`src/design/tdnp_pkg.sv`:
```
// Shared constants, types and state codes for the trial division prime block.
`timescale 1ns / 1ps

package tdnp_pkg;

  localparam int DataWidth  = 32;
  localparam int FieldWidth = 32;
  localparam int CntWidth   = $clog2(DataWidth + 1);
  localparam int InBytes    = (FieldWidth + 7) / 8;
  localparam int OutBits    = FieldWidth + 2;
  localparam int OutBytes   = (OutBits + 7) / 8;

  typedef logic [DataWidth-1:0]  word_t;
  typedef logic [FieldWidth-1:0] field_t;
  typedef logic [CntWidth-1:0]   cnt_t;

  localparam cnt_t  DivLast  = cnt_t'(DataWidth - 1);
  localparam word_t WordMax  = '1;
  localparam word_t FirstDiv = word_t'(2);

  typedef enum logic [2:0] {
    StIdle,
    StCheck,
    StStart,
    StDiv,
    StResult,
    StAdvance,
    StEmit
  } state_e;

endpackage

```
`src/design/tdnp_div.sv`:
```
// Restoring divider, one quotient bit per cycle.
`timescale 1ns / 1ps

module tdnp_div (
  input  logic           clk_i,
  input  logic           rst_ni,
  input  logic           start_i,
  input  tdnp_pkg::word_t dividend_i,
  input  tdnp_pkg::word_t divisor_i,
  output logic           done_o,
  output tdnp_pkg::word_t quotient_o,
  output tdnp_pkg::word_t remainder_o
);

  logic            busy_q, busy_d;
  logic            done_q, done_d;
  tdnp_pkg::cnt_t  cnt_q, cnt_d;
  tdnp_pkg::word_t rem_q, rem_d;
  tdnp_pkg::word_t quo_q, quo_d;
  tdnp_pkg::word_t dvs_q, dvs_d;

  logic [tdnp_pkg::DataWidth:0] rem_sh;
  logic [tdnp_pkg::DataWidth:0] diff;
  logic                         ge;

  always_comb begin
    rem_sh = {rem_q, quo_q[tdnp_pkg::DataWidth-1]};
    diff   = rem_sh - {1'b0, dvs_q};
    ge     = ~diff[tdnp_pkg::DataWidth];

    busy_d = busy_q;
    done_d = 1'b0;
    cnt_d  = cnt_q;
    rem_d  = rem_q;
    quo_d  = quo_q;
    dvs_d  = dvs_q;

    if (start_i) begin
      busy_d = 1'b1;
      cnt_d  = '0;
      rem_d  = '0;
      quo_d  = dividend_i;
      dvs_d  = divisor_i;
    end else if (busy_q) begin
      rem_d = ge ? diff[tdnp_pkg::DataWidth-1:0] : rem_sh[tdnp_pkg::DataWidth-1:0];
      quo_d = {quo_q[tdnp_pkg::DataWidth-2:0], ge};
      cnt_d = cnt_q + 1'b1;
      if (cnt_q == tdnp_pkg::DivLast) begin
        busy_d = 1'b0;
        done_d = 1'b1;
      end
    end
  end

  always_ff @(posedge clk_i or negedge rst_ni) begin
    if (!rst_ni) begin
      busy_q <= 1'b0;
      done_q <= 1'b0;
      cnt_q  <= '0;
    end else begin
      busy_q <= busy_d;
      done_q <= done_d;
      cnt_q  <= cnt_d;
    end
  end

  always_ff @(posedge clk_i) begin
    rem_q <= rem_d;
    quo_q <= quo_d;
    dvs_q <= dvs_d;
  end

  assign done_o      = done_q;
  assign quotient_o  = quo_q;
  assign remainder_o = rem_q;

endmodule

```
`src/design/trial_division_next_prime_top.sv`:
```
// Top level: sequencer for trial division primality test and next prime search.
`timescale 1ns / 1ps
// Each trial divisor takes one pass through the shared restoring divider.
// One beat at a time; the next beat is taken once the result is in the output register.
// Reset is asynchronous and active low; it clears the sequencer and the output valid.

module trial_division_next_prime_top (
  input  logic                              clk_i,
  input  logic                              rst_ni,
  input  logic                              s_axis_tvalid_i,
  output logic                              s_axis_tready_o,
  input  logic [tdnp_pkg::InBytes*8-1:0]    s_axis_tdata_i,   // value
  output logic                              m_axis_tvalid_o,
  input  logic                              m_axis_tready_i,
  output logic [tdnp_pkg::OutBytes*8-1:0]   m_axis_tdata_o    // is_prime, next_prime, overflow
);

  tdnp_pkg::state_e state_q, state_d;
  tdnp_pkg::word_t  n_q, n_d;
  tdnp_pkg::word_t  d_q, d_d;
  logic             next_q, next_d;
  logic             flag_q, flag_d;
  logic             isprime_q, isprime_d;
  logic             ovf_q, ovf_d;
  logic             mvalid_q, mvalid_d;
  logic [tdnp_pkg::OutBytes*8-1:0] mdata_q, mdata_d;

  logic             div_start;
  logic             div_done;
  tdnp_pkg::word_t  div_quo;
  tdnp_pkg::word_t  div_rem;
  tdnp_pkg::field_t np_field;

  tdnp_div u_div (
    .clk_i       (clk_i),
    .rst_ni      (rst_ni),
    .start_i     (div_start),
    .dividend_i  (n_q),
    .divisor_i   (d_q),
    .done_o      (div_done),
    .quotient_o  (div_quo),
    .remainder_o (div_rem)
  );

  always_comb begin
    state_d   = state_q;
    n_d       = n_q;
    d_d       = d_q;
    next_d    = next_q;
    flag_d    = flag_q;
    isprime_d = isprime_q;
    ovf_d     = ovf_q;
    mvalid_d  = mvalid_q & ~m_axis_tready_i;
    mdata_d   = mdata_q;
    div_start = 1'b0;
    s_axis_tready_o = 1'b0;
    np_field  = ovf_q ? '0 : tdnp_pkg::field_t'(n_q);

    unique case (state_q)
      tdnp_pkg::StIdle: begin
        s_axis_tready_o = 1'b1;
        if (s_axis_tvalid_i) begin
          n_d     = tdnp_pkg::word_t'(s_axis_tdata_i[tdnp_pkg::FieldWidth-1:0]);
          next_d  = 1'b0;
          state_d = tdnp_pkg::StCheck;
        end
      end
      tdnp_pkg::StCheck: begin
        d_d = tdnp_pkg::FirstDiv;
        if (n_q < tdnp_pkg::FirstDiv) begin
          flag_d  = 1'b0;
          state_d = tdnp_pkg::StResult;
        end else begin
          state_d = tdnp_pkg::StStart;
        end
      end
      tdnp_pkg::StStart: begin
        div_start = 1'b1;
        state_d   = tdnp_pkg::StDiv;
      end
      tdnp_pkg::StDiv: begin
        if (div_done) begin
          if (d_q > div_quo) begin
            flag_d  = 1'b1;
            state_d = tdnp_pkg::StResult;
          end else if (div_rem == '0) begin
            flag_d  = 1'b0;
            state_d = tdnp_pkg::StResult;
          end else begin
            d_d     = d_q + 1'b1;
            state_d = tdnp_pkg::StStart;
          end
        end
      end
      tdnp_pkg::StResult: begin
        if (!next_q) begin
          isprime_d = flag_q;
          state_d   = tdnp_pkg::StAdvance;
        end else if (flag_q) begin
          ovf_d   = 1'b0;
          state_d = tdnp_pkg::StEmit;
        end else begin
          state_d = tdnp_pkg::StAdvance;
        end
      end
      tdnp_pkg::StAdvance: begin
        if (n_q == tdnp_pkg::WordMax) begin
          ovf_d   = 1'b1;
          state_d = tdnp_pkg::StEmit;
        end else begin
          n_d     = n_q + 1'b1;
          next_d  = 1'b1;
          state_d = tdnp_pkg::StCheck;
        end
      end
      tdnp_pkg::StEmit: begin
        if (!mvalid_q || m_axis_tready_i) begin
          mvalid_d = 1'b1;
          mdata_d  = '0;
          mdata_d[0] = isprime_q;
          mdata_d[tdnp_pkg::FieldWidth:1] = np_field;
          mdata_d[tdnp_pkg::FieldWidth+1] = ovf_q;
          state_d  = tdnp_pkg::StIdle;
        end
      end
      default: state_d = tdnp_pkg::StIdle;
    endcase
  end

  always_ff @(posedge clk_i or negedge rst_ni) begin
    if (!rst_ni) begin
      state_q  <= tdnp_pkg::StIdle;
      mvalid_q <= 1'b0;
    end else begin
      state_q  <= state_d;
      mvalid_q <= mvalid_d;
    end
  end

  always_ff @(posedge clk_i) begin
    n_q       <= n_d;
    d_q       <= d_d;
    next_q    <= next_d;
    flag_q    <= flag_d;
    isprime_q <= isprime_d;
    ovf_q     <= ovf_d;
    mdata_q   <= mdata_d;
  end

  assign m_axis_tvalid_o = mvalid_q;
  assign m_axis_tdata_o  = mdata_q;

endmodule

```
`config.mk`:
```
export PLATFORM = sky130hd
export DESIGN_NAME = trial_division_next_prime_top
export DESIGN_NICKNAME = d
export VERILOG_FILES = /design/src/design/tdnp_pkg.sv /design/src/design/tdnp_div.sv /design/src/design/trial_division_next_prime_top.sv
export SDC_FILE = /design/constraint.sdc
export NUM_CORES = 1
export LEC_CHECK = 0
export ABC_AREA = 0
export BUFFER_PORTS_ARGS = -buffer_cell sky130_fd_sc_hd__clkbuf_2
export CAP_MARGIN = 25
export CORE_ASPECT_RATIO = 1.5
export CORE_MARGIN = 4
export CORE_UTILIZATION = 56
export DETAILED_ROUTE_END_ITERATION = 8
export PLACE_DENSITY = 0.87
export SYNTH_ARGS = -nofsm -noshare
export SYNTH_HDL_FRONTEND = slang
export SYNTH_SLANG_ARGS = --single-unit
```
`constraint.sdc`:
```
create_clock -name clk_i -period 3.6 [get_ports clk_i]
set_input_delay 0.18 -clock clk_i [delete_from_list [all_inputs] [get_ports clk_i]]
set_output_delay 0.18 -clock clk_i [all_outputs]
set_load 0.03 [all_outputs]
```
==> results.txt <==
----------------------------------------------------
[Run status]
  Outcome ... finished clean

[Detailed routing]
  Routed via count ... between 9000 and 10000
  Number of antenna-violating nets in the routed design ... 0
  Average wire per cell in the routed design ... between 15 and 20 microns
  Drt first-iter violations ... around 1100
  Number of iterations in the first detailed-routing pass ... 5
  Routed WL ... 30.77 mm
  DRC violation count after routing ... 0
  Vias per std cell ... 6.193

[Synth]
  Ys flop type ... edfxtp_1
  Number of synthesized flops with an enable pin ... 166
  Synthesized-area fraction occupied by and/or/nand/nor cells ... 0.1709
  Count of cell types in the netlist ... 58
  Synth Area in Compound Gates ... 0.1373
  Flip-flop and latch count after synthesis ... 210
  Share of synthesized flip-flops with an asynchronous set or reset ... 0.05714
  Count of warnings emitted by yosys ... 0
  Gate count after technology mapping ... 1205
  Multiplexer share of the synthesized area ... 0.01591
  Combinational family with the most area after synthesis ... simple AND/OR/NAND/NOR gates
  Cell Area, Synth ... about 12000 sq um
  Synthesized-area fraction occupied by xor and xnor cells ... 0.06226
  Adder-Cell Fraction of Synth Area ... 0.07179
  Average footprint of a synthesized cell ... about 9.9 sq um
  Sequential cell area fraction in the yosys report ... 0.4956

[GRT]
  Number of antenna violations at the first check in global routing ... 0
  Wire length of the first global-routing pass ... 49.47 mm
  GRT overflow ... 0
  Pin count of the biggest net entering global routing ... 65
  Vias in the first global route ... 9849
  Overall routing resource usage ... 0.2523

[Power]
  Part of the total power dissipated in the clock network ... 0.188
  Sequential group share of total power ... 0.356
  Switching part of the total power ... 0.4029
  Net switching power figure ... 0.004709 W
  Max VDD drop ... 0.4679 mV
  Internal power consumption ... approximately 0.0070 W
  Pwr Density ... 859.7 nW/um^2
  Combinational group share of total power ... 0.456
  P_leak ... 5.629 nW

[Setup path]
  CP Data Arrival Time ... 3.67 ns
  Max stage delay on crit path ... 0.39 ns
  Worst Path Max Fanout ... 8
  Worst path top cell family by delay ... simple AND/OR/NAND/NOR gates
  Combined buffer and inverter count along the critical path ... 2
  Cell-by-cell listing of the critical path ... inv_1 -> ha_1 -> fa_1 -> nor2b_1 -> o2111ai_1 -> a211oi_1 -> o31a_1 -> o31ai_4 -> and3_1 -> or2_1 -> buf_4 -> nor3_1 -> nor3_1
  Crit path kind ... register to register
  Sort of element at the end of the critical path ... register
  Slowest cell on crit path ... fa_1
  CP most frequent cell ... nor3_1
  Worst EP required ... 3.99 ns
  Launching element type of the critical path ... register

[Floorplan]
  Initial core utilization ... 0.5676
  Die Y-Extent ... 187.0 microns
  Cell Rows ... 65
  Horizontal die dimension ... 127.3 microns
  Number of primary I/O pins ... between 70 and 80
  Die Footprint ... approximately 24000 sq um
  Core ar. ... 21060 sq um

[Clock network]
  CTS max path bufs ... 3
  CTS tree ... yes
  Clock H-tree levels ... 1
  Clock sink count ... 210
  Number of buffers created by CTS ... 20
  Post-CTS clock slew at the launch and capture registers of the worst setup and hold paths ... 0.07 ns
  Clk Latency, worst-skew pair ... 0.51 ns
  Buffer cell driving the clock tree root ... clkbuf_16

[Flow run]
  Max-capacitance violation count ... 0

[Placed design]
  Cell area reported after detailed placement ... between 10000 and 15000 sq um
  PortBufs ... 71
  Gp weighted congestion ... roughly 0.95
  HPWL Detailed ... about 20 mm
  Worst Setup Slack post-DPL ... about 0.38 ns

[STA]
  Minimum clock period ... 3.281 ns
  RSZ-0062 raised after global routing ... no
  Final hold violations ... 0
  Total count of max-transition violations in the final report ... 0
  Setup slack after layout ... between 0.3 and 0.4 ns
  Transition time of the tightest slew-check pin ... between 0.7 and 0.8 ns
  Sum of negative setup slack ... 0 ns
  Max-slew headroom at the worst pin ... 0.4735
  Maximum clock rate ... 0.3048 GHz
  Share of the clock period used by the worst path after layout ... 0.9113
  Final setup viols ... 0
  Clock skew ... 0.01506 ns

[Final layout]
  Antenna cells ... 0
  Area growth from synthesis to final layout ... 13.69%
  Leading cell types in the layout, fill and taps excluded ... edfxtp_1 (166), nand2_1 (134), o21ai_0 (112)
  Final Cell Area ... 13590 sq um
  Share of layout cells above drive strength 1 ... 0.09862
  Most common library cell in the layout ignoring fill and taps ... edfxtp_1
  Number of nets in the finished design ... approximately 1400
  Final-layout fill cell count ... 1467
  Utilization after layout ... 0.6453

[Hold path]
  Path class of the lowest-slack min-delay path ... input pin to register

----------------------------------------------------
==> metal layers <==
layer / vias up / part of all wire / global-route usage
met5: - / 0 / 0
li1: 4494 / - / -
met3: 118 / 0.056 / 0.02629
met4: 0 / 0.052 / 0.1214
met2: 506 / 0.54 / 0.4751
met1: 4642 / 0.35 / 0.2770
==> synthesized netlist by cell type (4+ instances only) <==
master	n	area [sq um]
edfxtp_1	166	4985
nand2_1	134	503.0
o21ai_0	112	560.5
inv_1	76	285.3
nor2_1	74	277.8
ha_1	67	838.3
a21oi_1	66	330.3
xor2_1	54	473.0
nor2b_1	43	269.0
clkbuf_1	42	157.7
a21o_1	35	262.8
nand4_1	34	212.7
dfxtp_1	32	640.6
xnor2_1	31	271.5
nand3_1	30	150.1
nor3_1	20	100.1
and3_1	19	118.9
mux2i_1	19	190.2
nor4_1	19	118.9
dfrtp_1	12	300.3
o21a_1	10	75.07
a31oi_1	8	50.05
or3_1	8	50.05
buf_4	7	52.55
and4_1	6	52.55
nand2b_1	6	37.54
nand3b_1	6	45.04
o22ai_1	6	37.54
a211oi_1	5	37.54
and2_1	5	31.28
o211ai_1	5	37.54
a211o_1	4	35.03
buf_2	4	20.02
o311ai_0	4	35.03
==> power groups by stage <==
stage	combinational [W]	clock [W]	sequential, W
4_1_cts	0.00525	0.00220	0.00414
3_3_place_gp	0.00493	0	0.00415
5_1_grt	0.00590	0.00231	0.00423
6_report	0.00533	0.00219	0.00416
3_5_place_dp	0.00516	0	0.00418
2_1_floorplan	0.00405	0	0.00394
==> metrics by stage <==
stage	total power [W]	std cells	hold slack, ns
after floorplan	0.007998	1210	-0.1156
after global placement	0.009081	1506	0.07918
after detailed placement	0.009335	1507	0.07788
after CTS	0.01160	1575	0.006785
after global routing	0.01243	1576	0.03904
final	0.01169	1576	0.03614
==> cell type report <==
type                            instances  area, sq um  area share
Sequential cell                       210         5927      0.4360
Multi-Input combinational cell        866         5517      0.4058
Tap cell                              268        335.3     0.02467
Clock buffer                           23        533.0     0.03921
Timing Repair Buffer                  120        860.8     0.06333
Clock inverter                         13        135.1    0.009941
Inverter                               76        285.3     0.02099
==> flip-flops by register name (all words and copies together) (netlist names) <==
| register | count |
|---|---|
| flag_q | 1 |
| u_div.busy_q | 1 |
| u_div.remainder_o | 32 |
| u_div.quotient_o | 32 |
| state_q | 3 |
| next_q | 1 |
| u_div.done_o | 1 |
| m_axis_tvalid_o | 1 |
| ovf_q | 1 |
| n_q | 32 |
| isprime_q | 1 |
| d_q | 32 |
| m_axis_tdata_o | 34 |
| u_div.cnt_q | 6 |
| u_div.dvs_q | 32 |
==> worst paths after layout <==
check                                     startpoint               endpoint  slack, ns  cells after the start
worst max-delay path            u_div.quotient_o[31]  u_div.remainder_o[29]       0.32                     13
worst min register to register             isprime_q      m_axis_tdata_o[0]       0.47                      0
min in group asynchronous                     rst_ni         u_div.cnt_q[3]       0.10                      2
worst min-delay path              s_axis_tdata_i[18]                n_q[18]       0.04                      3
worst max register to register  u_div.quotient_o[31]  u_div.remainder_o[29]       0.32                     13
max in group asynchronous                     rst_ni           u_div.busy_q       3.24                      2
==> worst reg2reg max path, stage by stage (launching register included) <==
cell	delay, ns
edfxtp_1	0.36
inv_1	0.07
ha_1	0.22
fa_1	0.39
nor2b_1	0.23
o2111ai_1	0.18
a211oi_1	0.31
o31a_1	0.25
o31ai_4	0.09
and3_1	0.22
or2_1	0.32
buf_4	0.21
nor3_1	0.22
nor3_1	0.09
==> kinds of logic (layout without fill, tap and decap cells) <==
kind of cell | count (synthesis) | in the layout
AOI/OAI and AO/OA | 274 | 274
xor gates and xnor gates | 85 | 85
adders and majority gates | 68 | 68
buffers and inverters | 134 | 232
DFF | 210 | 210
muxes | 19 | 19
other | 1 | 6
and+or+nand+nor | 414 | 414
==> timing repair <==
action	CTS	global route
buffers inserted	0	0
hold endpoints to repair	43	0
gates resized for setup	0	0
hold buffers	32	0
(Power assumes the default switching activity.)
